===== src/quadrature_detent_decoder_assert.svh =====
// ----------------------------------------------------------------------------
// Quadrature detent decoder assertion macros
// Short forms for the concurrent checks at the end of the top level.
// ----------------------------------------------------------------------------
`ifndef QUADRATURE_DETENT_DECODER_ASSERT_SVH
`define QUADRATURE_DETENT_DECODER_ASSERT_SVH

// The consequent must hold in the same cycle as the antecedent.
`define QDD_ASSERT_NOW(label, ante, cons, msg) \
  label: assert property (@(posedge clk_i) disable iff (!rst_ni) \
    (ante) |-> (cons)) else $error(msg);

// The consequent must hold in the cycle after the antecedent.
`define QDD_ASSERT_NEXT(label, ante, cons, msg) \
  label: assert property (@(posedge clk_i) disable iff (!rst_ni) \
    (ante) |=> (cons)) else $error(msg);

`endif


===== src/qdd_pkg.sv =====
// ----------------------------------------------------------------------------
// Quadrature detent decoder package
// Types, codes and constants shared by the decoder modules.
// ----------------------------------------------------------------------------
`default_nettype none

package qdd_pkg;

  localparam int unsigned COUNT_WIDTH = 16;
  localparam int unsigned OPCODE_W    = 3;
  localparam int unsigned PINS_W      = 2;
  localparam int unsigned LOAD_W      = 16;
  localparam int unsigned TOTAL_W     = 16;

  // Pin levels: wiper A in bit 1, wiper B in bit 0.
  localparam logic [PINS_W-1:0] PINS_HL = 2'b10;
  localparam logic [PINS_W-1:0] PINS_LH = 2'b01;
  localparam logic [PINS_W-1:0] PINS_HH = 2'b11;
  localparam logic [PINS_W-1:0] PINS_LL = 2'b00;

  typedef enum logic [OPCODE_W-1:0] {
    OP_SAMPLE     = 3'd0,
    OP_READ_CLEAR = 3'd1,
    OP_LOAD_CW    = 3'd2,
    OP_LOAD_CCW   = 3'd3,
    OP_SYNC       = 3'd4
  } opcode_e;

  typedef enum logic [3:0] {
    PH_HH = 4'b0001,
    PH_HL = 4'b0010,
    PH_LL = 4'b0100,
    PH_LH = 4'b1000
  } phase_e;

  typedef enum logic [1:0] {
    DIR_STILL = 2'd0,
    DIR_CW    = 2'd1,
    DIR_CCW   = 2'd2
  } dir_e;

  typedef struct packed {
    logic [OPCODE_W-1:0] opcode;
    logic [PINS_W-1:0]   pins;
    logic [LOAD_W-1:0]   load_value;
  } qdd_req_t;

  typedef struct packed {
    logic [1:0]         direction_seen;
    logic [TOTAL_W-1:0] cw_total;
    logic [TOTAL_W-1:0] ccw_total;
  } qdd_rsp_t;

  typedef struct packed {
    phase_e                 now;
    phase_e                 prev;
    dir_e                   dir;
    logic [COUNT_WIDTH-1:0] cw;
    logic [COUNT_WIDTH-1:0] ccw;
  } qdd_state_t;

  localparam qdd_state_t STATE_RESET = '{
    now:  PH_HH,
    prev: PH_HH,
    dir:  DIR_STILL,
    cw:   '0,
    ccw:  '0
  };

  function automatic phase_e phase_of_pins(input logic [PINS_W-1:0] pins);
    phase_e ph;
    case (pins)
      PINS_LL: ph = PH_LL;
      PINS_LH: ph = PH_LH;
      PINS_HL: ph = PH_HL;
      default: ph = PH_HH;
    endcase
    return ph;
  endfunction

endpackage

`default_nettype wire


===== src/quadrature_detent_decoder.sv =====
// ----------------------------------------------------------------------------
// Quadrature detent decoder
// Counts clockwise and counterclockwise detents of a two-wiper encoder.
// ----------------------------------------------------------------------------
// One request enters per clock unless the input stalls: the request is captured
// in an input register, the step logic updates the phase machine, direction
// latch and counters, and the result is held in an output register until it is
// taken. Throughput is one request per cycle while the output is not stalled,
// set by the feedback from the state registers through the step logic. The
// input stalls only when both registers are full and the output is stalled.
`default_nettype none

module quadrature_detent_decoder import qdd_pkg::*; (
  input  wire logic     clk_i,
  input  wire logic     rst_ni,
  input  wire logic     in_valid_i,
  output logic          in_stall_o,
  input  wire qdd_req_t in_req_i,
  output logic          out_valid_o,
  input  wire logic     out_stall_i,
  output qdd_rsp_t      out_rsp_o
);

  logic       in_valid_q, in_valid_d;
  qdd_req_t   in_req_q;
  logic       res_valid_q, res_valid_d;
  qdd_rsp_t   res_rsp_q;
  qdd_state_t state_q, state_d;
  qdd_rsp_t   step_rsp;
  logic       res_ready;
  logic       fire;
  logic       in_accept;

  assign res_ready  = !res_valid_q || !out_stall_i;
  assign fire       = in_valid_q && res_ready;
  assign in_stall_o = in_valid_q && !res_ready;
  assign in_accept  = in_valid_i && !in_stall_o;

  qdd_step u_step (
    .state_i (state_q),
    .req_i   (in_req_q),
    .state_o (state_d),
    .rsp_o   (step_rsp)
  );

  always_comb begin
    in_valid_d = in_valid_q;
    if (in_accept) begin
      in_valid_d = 1'b1;
    end else if (fire) begin
      in_valid_d = 1'b0;
    end
    res_valid_d = res_valid_q;
    if (res_ready) begin
      res_valid_d = fire;
    end
  end

  always_ff @(posedge clk_i or negedge rst_ni) begin
    if (!rst_ni) begin
      in_valid_q  <= 1'b0;
      res_valid_q <= 1'b0;
      state_q     <= STATE_RESET;
    end else begin
      in_valid_q  <= in_valid_d;
      res_valid_q <= res_valid_d;
      if (fire) begin
        state_q <= state_d;
      end
    end
  end

  always_ff @(posedge clk_i) begin
    if (in_accept) begin
      in_req_q <= in_req_i;
    end
    if (fire) begin
      res_rsp_q <= step_rsp;
    end
  end

  assign out_valid_o = res_valid_q;
  assign out_rsp_o   = res_rsp_q;

`include "quadrature_detent_decoder_assert.svh"

  `QDD_ASSERT_NEXT(a_req_held, in_valid_q && !fire, in_valid_q, "queued request was dropped")
  `QDD_ASSERT_NEXT(a_cw_step, fire && in_req_q.opcode == OP_SAMPLE, state_q.cw == $past(state_q.cw) || state_q.cw == $past(state_q.cw) + 1'b1, "cw counter jumped on a sample")
  `QDD_ASSERT_NEXT(a_one_dir, fire && in_req_q.opcode == OP_SAMPLE, state_q.cw == $past(state_q.cw) || state_q.ccw == $past(state_q.ccw), "both counters moved on one sample")
  `QDD_ASSERT_NEXT(a_dir_clear, fire && in_req_q.opcode == OP_READ_CLEAR, state_q.dir == DIR_STILL, "direction not cleared by read")

endmodule

`default_nettype wire


===== src/qdd_step.sv =====
// ----------------------------------------------------------------------------
// Quadrature detent decoder step logic
// Works out the next decoder state and the result for one request.
// ----------------------------------------------------------------------------
`default_nettype none

module qdd_step import qdd_pkg::*; (
  input  wire qdd_state_t state_i,
  input  wire qdd_req_t   req_i,
  output qdd_state_t      state_o,
  output qdd_rsp_t        rsp_o
);

  qdd_state_t nxt;
  dir_e       seen;

  always_comb begin
    nxt = state_i;
    case (req_i.opcode)
      OP_SAMPLE: begin
        case (state_i.now)
          PH_HH: begin
            if (req_i.pins == PINS_HL) begin
              nxt.prev = state_i.now;
              nxt.now  = PH_HL;
            end else if (req_i.pins == PINS_LH) begin
              nxt.prev = state_i.now;
              nxt.now  = PH_LH;
            end
          end
          PH_HL: begin
            if (req_i.pins == PINS_HH) begin
              nxt.prev = state_i.now;
              nxt.now  = PH_HH;
            end else if (req_i.pins == PINS_LL && state_i.prev == PH_HH) begin
              nxt.prev = state_i.now;
              nxt.now  = PH_LL;
              nxt.dir  = DIR_CW;
              nxt.cw   = state_i.cw + 1'b1;
            end
          end
          PH_LH: begin
            if (req_i.pins == PINS_HH) begin
              nxt.prev = state_i.now;
              nxt.now  = PH_HH;
            end else if (req_i.pins == PINS_LL && state_i.prev == PH_HH) begin
              nxt.prev = state_i.now;
              nxt.now  = PH_LL;
              nxt.dir  = DIR_CCW;
              nxt.ccw  = state_i.ccw + 1'b1;
            end
          end
          default: begin
            // Both wipers low: only a step onward through the detent, away from the previous phase, moves on.
            if (req_i.pins == PINS_LH && state_i.prev == PH_HL) begin
              nxt.prev = state_i.now;
              nxt.now  = PH_LH;
            end else if (req_i.pins == PINS_HL && state_i.prev == PH_LH) begin
              nxt.prev = state_i.now;
              nxt.now  = PH_HL;
            end
          end
        endcase
      end
      OP_LOAD_CW:  nxt.cw  = COUNT_WIDTH'(req_i.load_value);
      OP_LOAD_CCW: nxt.ccw = COUNT_WIDTH'(req_i.load_value);
      OP_SYNC:     nxt.now = phase_of_pins(req_i.pins);
      default: ;
    endcase

    // The read reports the direction held before it clears it.
    seen = nxt.dir;
    if (req_i.opcode == OP_READ_CLEAR) begin
      nxt.dir = DIR_STILL;
    end
  end

  assign state_o              = nxt;
  assign rsp_o.direction_seen = seen;
  assign rsp_o.cw_total       = TOTAL_W'(nxt.cw);
  assign rsp_o.ccw_total      = TOTAL_W'(nxt.ccw);

endmodule

`default_nettype wire


===== config.mk =====
export PLATFORM = sky130hd
export DESIGN_NAME = quadrature_detent_decoder
export DESIGN_NICKNAME = d
export VERILOG_FILES = /design/src/qdd_pkg.sv /design/src/quadrature_detent_decoder.sv /design/src/qdd_step.sv
export VERILOG_INCLUDE_DIRS = /design/src /design/src/src
export SDC_FILE = /design/constraint.sdc
export NUM_CORES = 1
export LEC_CHECK = 0
export ABC_AREA = 1
export BUFFER_PORTS_ARGS = -buffer_cell sky130_fd_sc_hd__buf_2
export CORE_MARGIN = 2
export CORE_UTILIZATION = 45
export CTS_BUF_LIST = sky130_fd_sc_hd__clkbuf_8 sky130_fd_sc_hd__clkbuf_16
export CTS_CLUSTER_DIAMETER = 120
export CTS_CLUSTER_SIZE = 25
export DETAILED_ROUTE_END_ITERATION = 10
export PLACE_DENSITY = 0.69
export SETUP_SLACK_MARGIN = 0.4
export SYNTH_ARGS = -nofsm -noshare
export SYNTH_HDL_FRONTEND = slang
export SYNTH_SLANG_ARGS = --single-unit

===== constraint.sdc =====
create_clock -name clk_i -period 4.6 [get_ports clk_i]
set_clock_uncertainty 0.15 [all_clocks]
set_input_delay 0.92 -clock clk_i [delete_from_list [all_inputs] [get_ports clk_i]]
set_output_delay 0.92 -clock clk_i [all_outputs]
set_load 0.02 [all_outputs]

# After elaboration in Yosys (flattened, before gate mapping)
# Cells that the tools add are included.
[classes]
n_reduce_logical = 18
addsub = 2
eq_ne = 20
mux = 24
[op_table]
columns = ["operator", "n"]
rows = [
  ["$mux 16", 4],
  ["$pmux 16 s2", 2],
  ["$mux 8", 6],
  ["$add 16x1->16 const B", 2],
  ["$mux 26", 1],
  ["$pmux 8 s3", 1],
  ["$mux 18", 1],
  ["$ne 4x2->1 const B", 3],
  ["$pmux 4 s3", 1],
  ["$reduce_and 6->1", 2],
  ["$mux 10", 1],
  ["$ne 3x1->1 const B", 3],
  ["$eq 4x1->1 const B", 2],
  ["$eq 4x2->1 const B", 2],
  ["$eq 4x4->1 const B", 2],
  ["$pmux 4 s2", 1],
  ["$eq 3x2->1 const B", 2],
  ["$logic_and 1x1->1", 6],
  ["$mux 2", 3],
  ["$ne 6x4->1 const B", 1],
  ["$reduce_bool 5->1", 1],
  ["$eq 2x2->1 const B", 2],
  ["$logic_not 1->1", 4],
  ["$pmux 2 s2", 1],
  ["other kinds (8)", 10],
]
[totals]
out_inout_bits = 36
inputBits = 25
elab_cells = 77
reg_bits = 99

# Depth between registers and ports, before layout
[logic_depth]
depth_word = 7
depth_mapped = 13
depth_no_buf = 13

# Modules after synthesis
# Synthesis repeated with hierarchy kept, for this count alone.
[hier_totals]
hier_cells = 708
hier_area_um2 = 5743.0
[by_module_without_submodules]
columns = ["mod", "area_each_um2", "cells_per_inst", "seq_area_each_um2", "n_inst"]
rows = [
  ["quadrature_detent_decoder", 3440.8, 249, 2755.1, 1],
  ["qdd_step", 2302.2, 459, 0.0, 1],
]

# Worst setup path before layout
# No wires, ideal clock.
[synth_timing]
kind = "input-to-output"
from = "input port out_stall_i"
to = "output port in_stall_o"
path_stages = 2
path_buffers = 0
required_time_ns = 3.530
slack_ns = 2.225
arrival_ns = 1.305
path_cell_list = "nand2_1 > nor2_1"
[synth_via]
elab_chain_cells = 4
[synth_lines]
columns = ["item", "line", "source"]
rows = [
  ["start: declaration", "quadrature_detent_decoder.sv:20", "input wire logic out_stall_i,"],
  ["$logic_not 1->1", "quadrature_detent_decoder.sv:34", "assign res_ready = !res_valid_q || !out_stall_i;"],
  ["$logic_or 1x1->1", "quadrature_detent_decoder.sv:34", ""],
  ["$logic_not 1->1", "quadrature_detent_decoder.sv:36", "assign in_stall_o = in_valid_q && !res_ready;"],
  ["$logic_and 1x1->1", "quadrature_detent_decoder.sv:36", ""],
  ["end: declaration", "quadrature_detent_decoder.sv:17", "output logic in_stall_o,"],
]
# Every way passes these cells.

==> flow_summary.json <==
{
  "postRouteAntennaNets": 0,
  "first_global_vias": 4413,
  "r2r-end": "out_rsp_o[15]$_DFFE_PP_",
  "routabilityCongestion": 0.926,
  "io_pins": 61,
  "num_antenna_cells": 0,
  "drtIter0Drc": 388,
  "cp_top_family": "buffers and inverters",
  "dieArea_um2": 13000,
  "timing.final.crit_period_ns": 2.52,
  "fin_setup_tns_ns": 0,
  "critPathKind": "reg -> reg",
  "worst-path-stages": 11,
  "clock_sinks": 99,
  "netlist.area_leader.share_pct": 30.4,
  "status": "complete, no violations",
  "coreArea_um2": 11900,
  "synth-compound-area-share_pct": 6.56,
  "path_clk_slew_ns": 0.07,
  "cts_tree": "done",
  "critPathLaunchType": "flop",
  "vias": 4675,
  "drc": 0,
  "ys_ff_latch": 99,
  "ys_types": 35,
  "synth_top_family_by_area": "simple AND/OR/NAND/NOR gates",
  "routed_wl_mm": 13.3,
  "max-vdd-ir-drop_mv": 0.198,
  "fmax_ghz": 0.396,
  "clk_latency_ns": 0.36,
  "holdPathStages": 2,
  "drive_gt1_share_pct": 15.8,
  "finalPower_mw": 3.11,
  "syn_avg_cell_area_um2": 8.04,
  "rr_worst_depth": 11,
  "maxCapViolations": 0,
  "p_leak_nw": 2.85,
  "synthAdderAreaFrac_pct": 1.38,
  "syn_inst": 676,
  "cts_resized": 0,
  "die_w_um": 114,
  "r2r_setup_slack_ns": 2.08,
  "hold_path_class": "reg -> reg",
  "power_density_nw_per_um2": 505,
  "reg2reg_from": "in_req_q[18]$_DFFE_PP_",
  "maxSlewViolCount": 0,
  "tightest_slew_ns": 1.05,
  "synth_xor_area_share_pct": 0.322,
  "crit_required_ns": 4.56,
  "worstPathMaxFanout": 33,
  "synth_area_um2": 5430,
  "start_util_pct": 45.6,
  "cts_hold_buffers": 0,
  "rsz0062_at_grt": "false",
  "ys.warnings.count": 0,
  "area_growth_pct": 13.2,
  "drtPass1Iterations": 6,
  "syn-num-nets": 707,
  "root_buffer": "clkbuf_16",
  "antenna_found_initial": 0,
  "cts_buffers": 9,
  "rows": 40,
  "maxSlewHeadroom_pct": 30.2,
  "finalSetupViolations": 0,
  "die_h_um": 114,
  "fin_nets": 765,
  "muxShareOfSynthArea_pct": 0,
  "hold_end": "state_q[38]$_DFFE_PN1P_",
  "grt_max_degree": 45,
  "final_common_cell": "nand2_1",
  "htreeDepth": 3,
  "place_hpwl_mm": 9.42,
  "final-hold-violation-count": 0,
  "cts_setup_buffers": 0,
  "yosysTopAreaCell": "edfxtp_1",
  "track_usage_pct": 21.9,
  "crit_chain": "inv_1, nand2_1, nor2_4, buf_4, inv_1, nand2_1, inv_1, nand2_1, o21ai_0, inv_1, nand2_1",
  "numPortBuffers": 60,
  "grt_pass1_wl_mm": 21.8,
  "n_fill_cell": 1181,
  "crit_path_top_delay_cell": "edfxtp_1",
  "synth_area_leaders": "edfxtp_1 30%, dfrtp_1 19%, nand2_1 17%",
  "min_period_over_period_pct": 54.9,
  "grt_overflow": 0,
  "yosys.area_share.simple_pct": 32.5,
  "cp-end-kind": "flop",
  "viasPerCell": 5.28,
  "synth-seq-area-share_pct": 50.7,
  "cp_num_buf_inv": 5,
  "cts_buffer_depth": 2,
  "critPathMaxStageDelay_ns": 0.42,
  "worstPathArrival_ns": 2.49,
  "holdCritStartpoint": "state_q[38]$_DFFE_PN1P_",
  "wl_per_cell_um": 15.0,
  "final_cell_mix": "240 x nand2_1, 93 x inv_1, 64 x nand3_1"
}
==> state kept, by name, indices dropped and copies added, names as in the netlist <==
register	flops
out_rsp_o	34
state_q	42
in_valid_q	1
in_req_q	21
out_valid_o	1
==> through the flow <==
| step | setup slack (ns) | cell area [um2] | util [%] | hold slack, ns | cells |
|---|---|---|---|---|---|
| after floorplan | 2.22 | 5430 | - | 0.316 | 676 |
| after global placement | 2.09 | 5860 | 49.2 | 0.339 | 870 |
| after detailed placement | 2.06 | 5860 | 49.2 | 0.345 | 870 |
| after CTS | 2.11 | 6150 | 51.6 | 0.361 | 886 |
| after global routing | 1.89 | 6150 | 51.6 | 0.400 | 886 |
| final | 2.08 | 6150 | 51.6 | 0.363 | 886 |
==> report_power, final <==
part	switching [mW]	internal [mW]	leakage (nW)
sequential	0.223	1.21	1.11
combinational	0.625	0.307	1.59
clock	0.319	0.428	0.156
total	1.17	1.94	2.85
==> tightest hold or removal path, cell delays in order, from the launching register on <==
cell and delay [ns]:
dfstp_2 0.39, nand2_1 0.06, o21ai_1 0.05
==> kinds of logic (layout without fill, tap and decap cells) <==
group / Yosys count / in the layout
AOI/OAI and AO/OA: 62 / 62
xor gates and xnor gates: 2 / 2
adders and majority gates: 6 / 6
buffers and inverters: 113 / 176
DFF: 99 / 99
and+or+nand+nor: 394 / 394
==> worst max-delay path by stage <==
stage | startpoint | endpoint | slack (ns)
global route | in_req_q[19]$_DFFE_PP_ | out_rsp_o[15]$_DFFE_PP_ | 1.89
floorplan | out_stall_i | in_stall_o | 2.22
finish | in_req_q[18]$_DFFE_PP_ | out_rsp_o[15]$_DFFE_PP_ | 2.08
detailed placement | out_stall_i | out_rsp_o[14]$_DFFE_PP_ | 2.06
CTS | in_req_q[18]$_DFFE_PP_ | out_rsp_o[15]$_DFFE_PP_ | 2.11
global placement | out_stall_i | out_rsp_o[10]$_DFFE_PP_ | 2.09
==> final cells by class <==
type | count | area [um2] | area share, %
multi-input combinational | 464 | 2210 | 36.0
sequential | 99 | 2760 | 44.8
inverter | 96 | 360 | 5.86
clock inverter | 6 | 51.3 | 0.835
timing repair buffer | 64 | 343 | 5.58
clock buffer | 10 | 239 | 3.89
tap | 147 | 184 | 2.99
==> Yosys cell counts (all sizes together) <==
cell / count
xor2: 2
o22ai: 13
dfrtp: 42
a31oi: 2
nand3: 72
buf: 13
nor3: 7
ha: 6
o211ai: 4
a21oi: 4
o31ai: 1
o21bai: 2
inv: 96
nand2: 249
nand3b: 2
o21ai: 36
dfstp: 2
nand4: 14
clkbuf: 4
nor2: 50
edfxtp: 55
==> layer usage <==
layer  GRT usage [%]  vias to the layer above  part of all wire, %
met1            29.2                     2194                   45
met4            11.1                        0                  2.7
li1                -                     2295                    -
met5               0                        -                    0
met2            34.1                      161                   46
met3            4.57                       25                  6.0
Note: power is estimated with default switching activity, not from simulation.
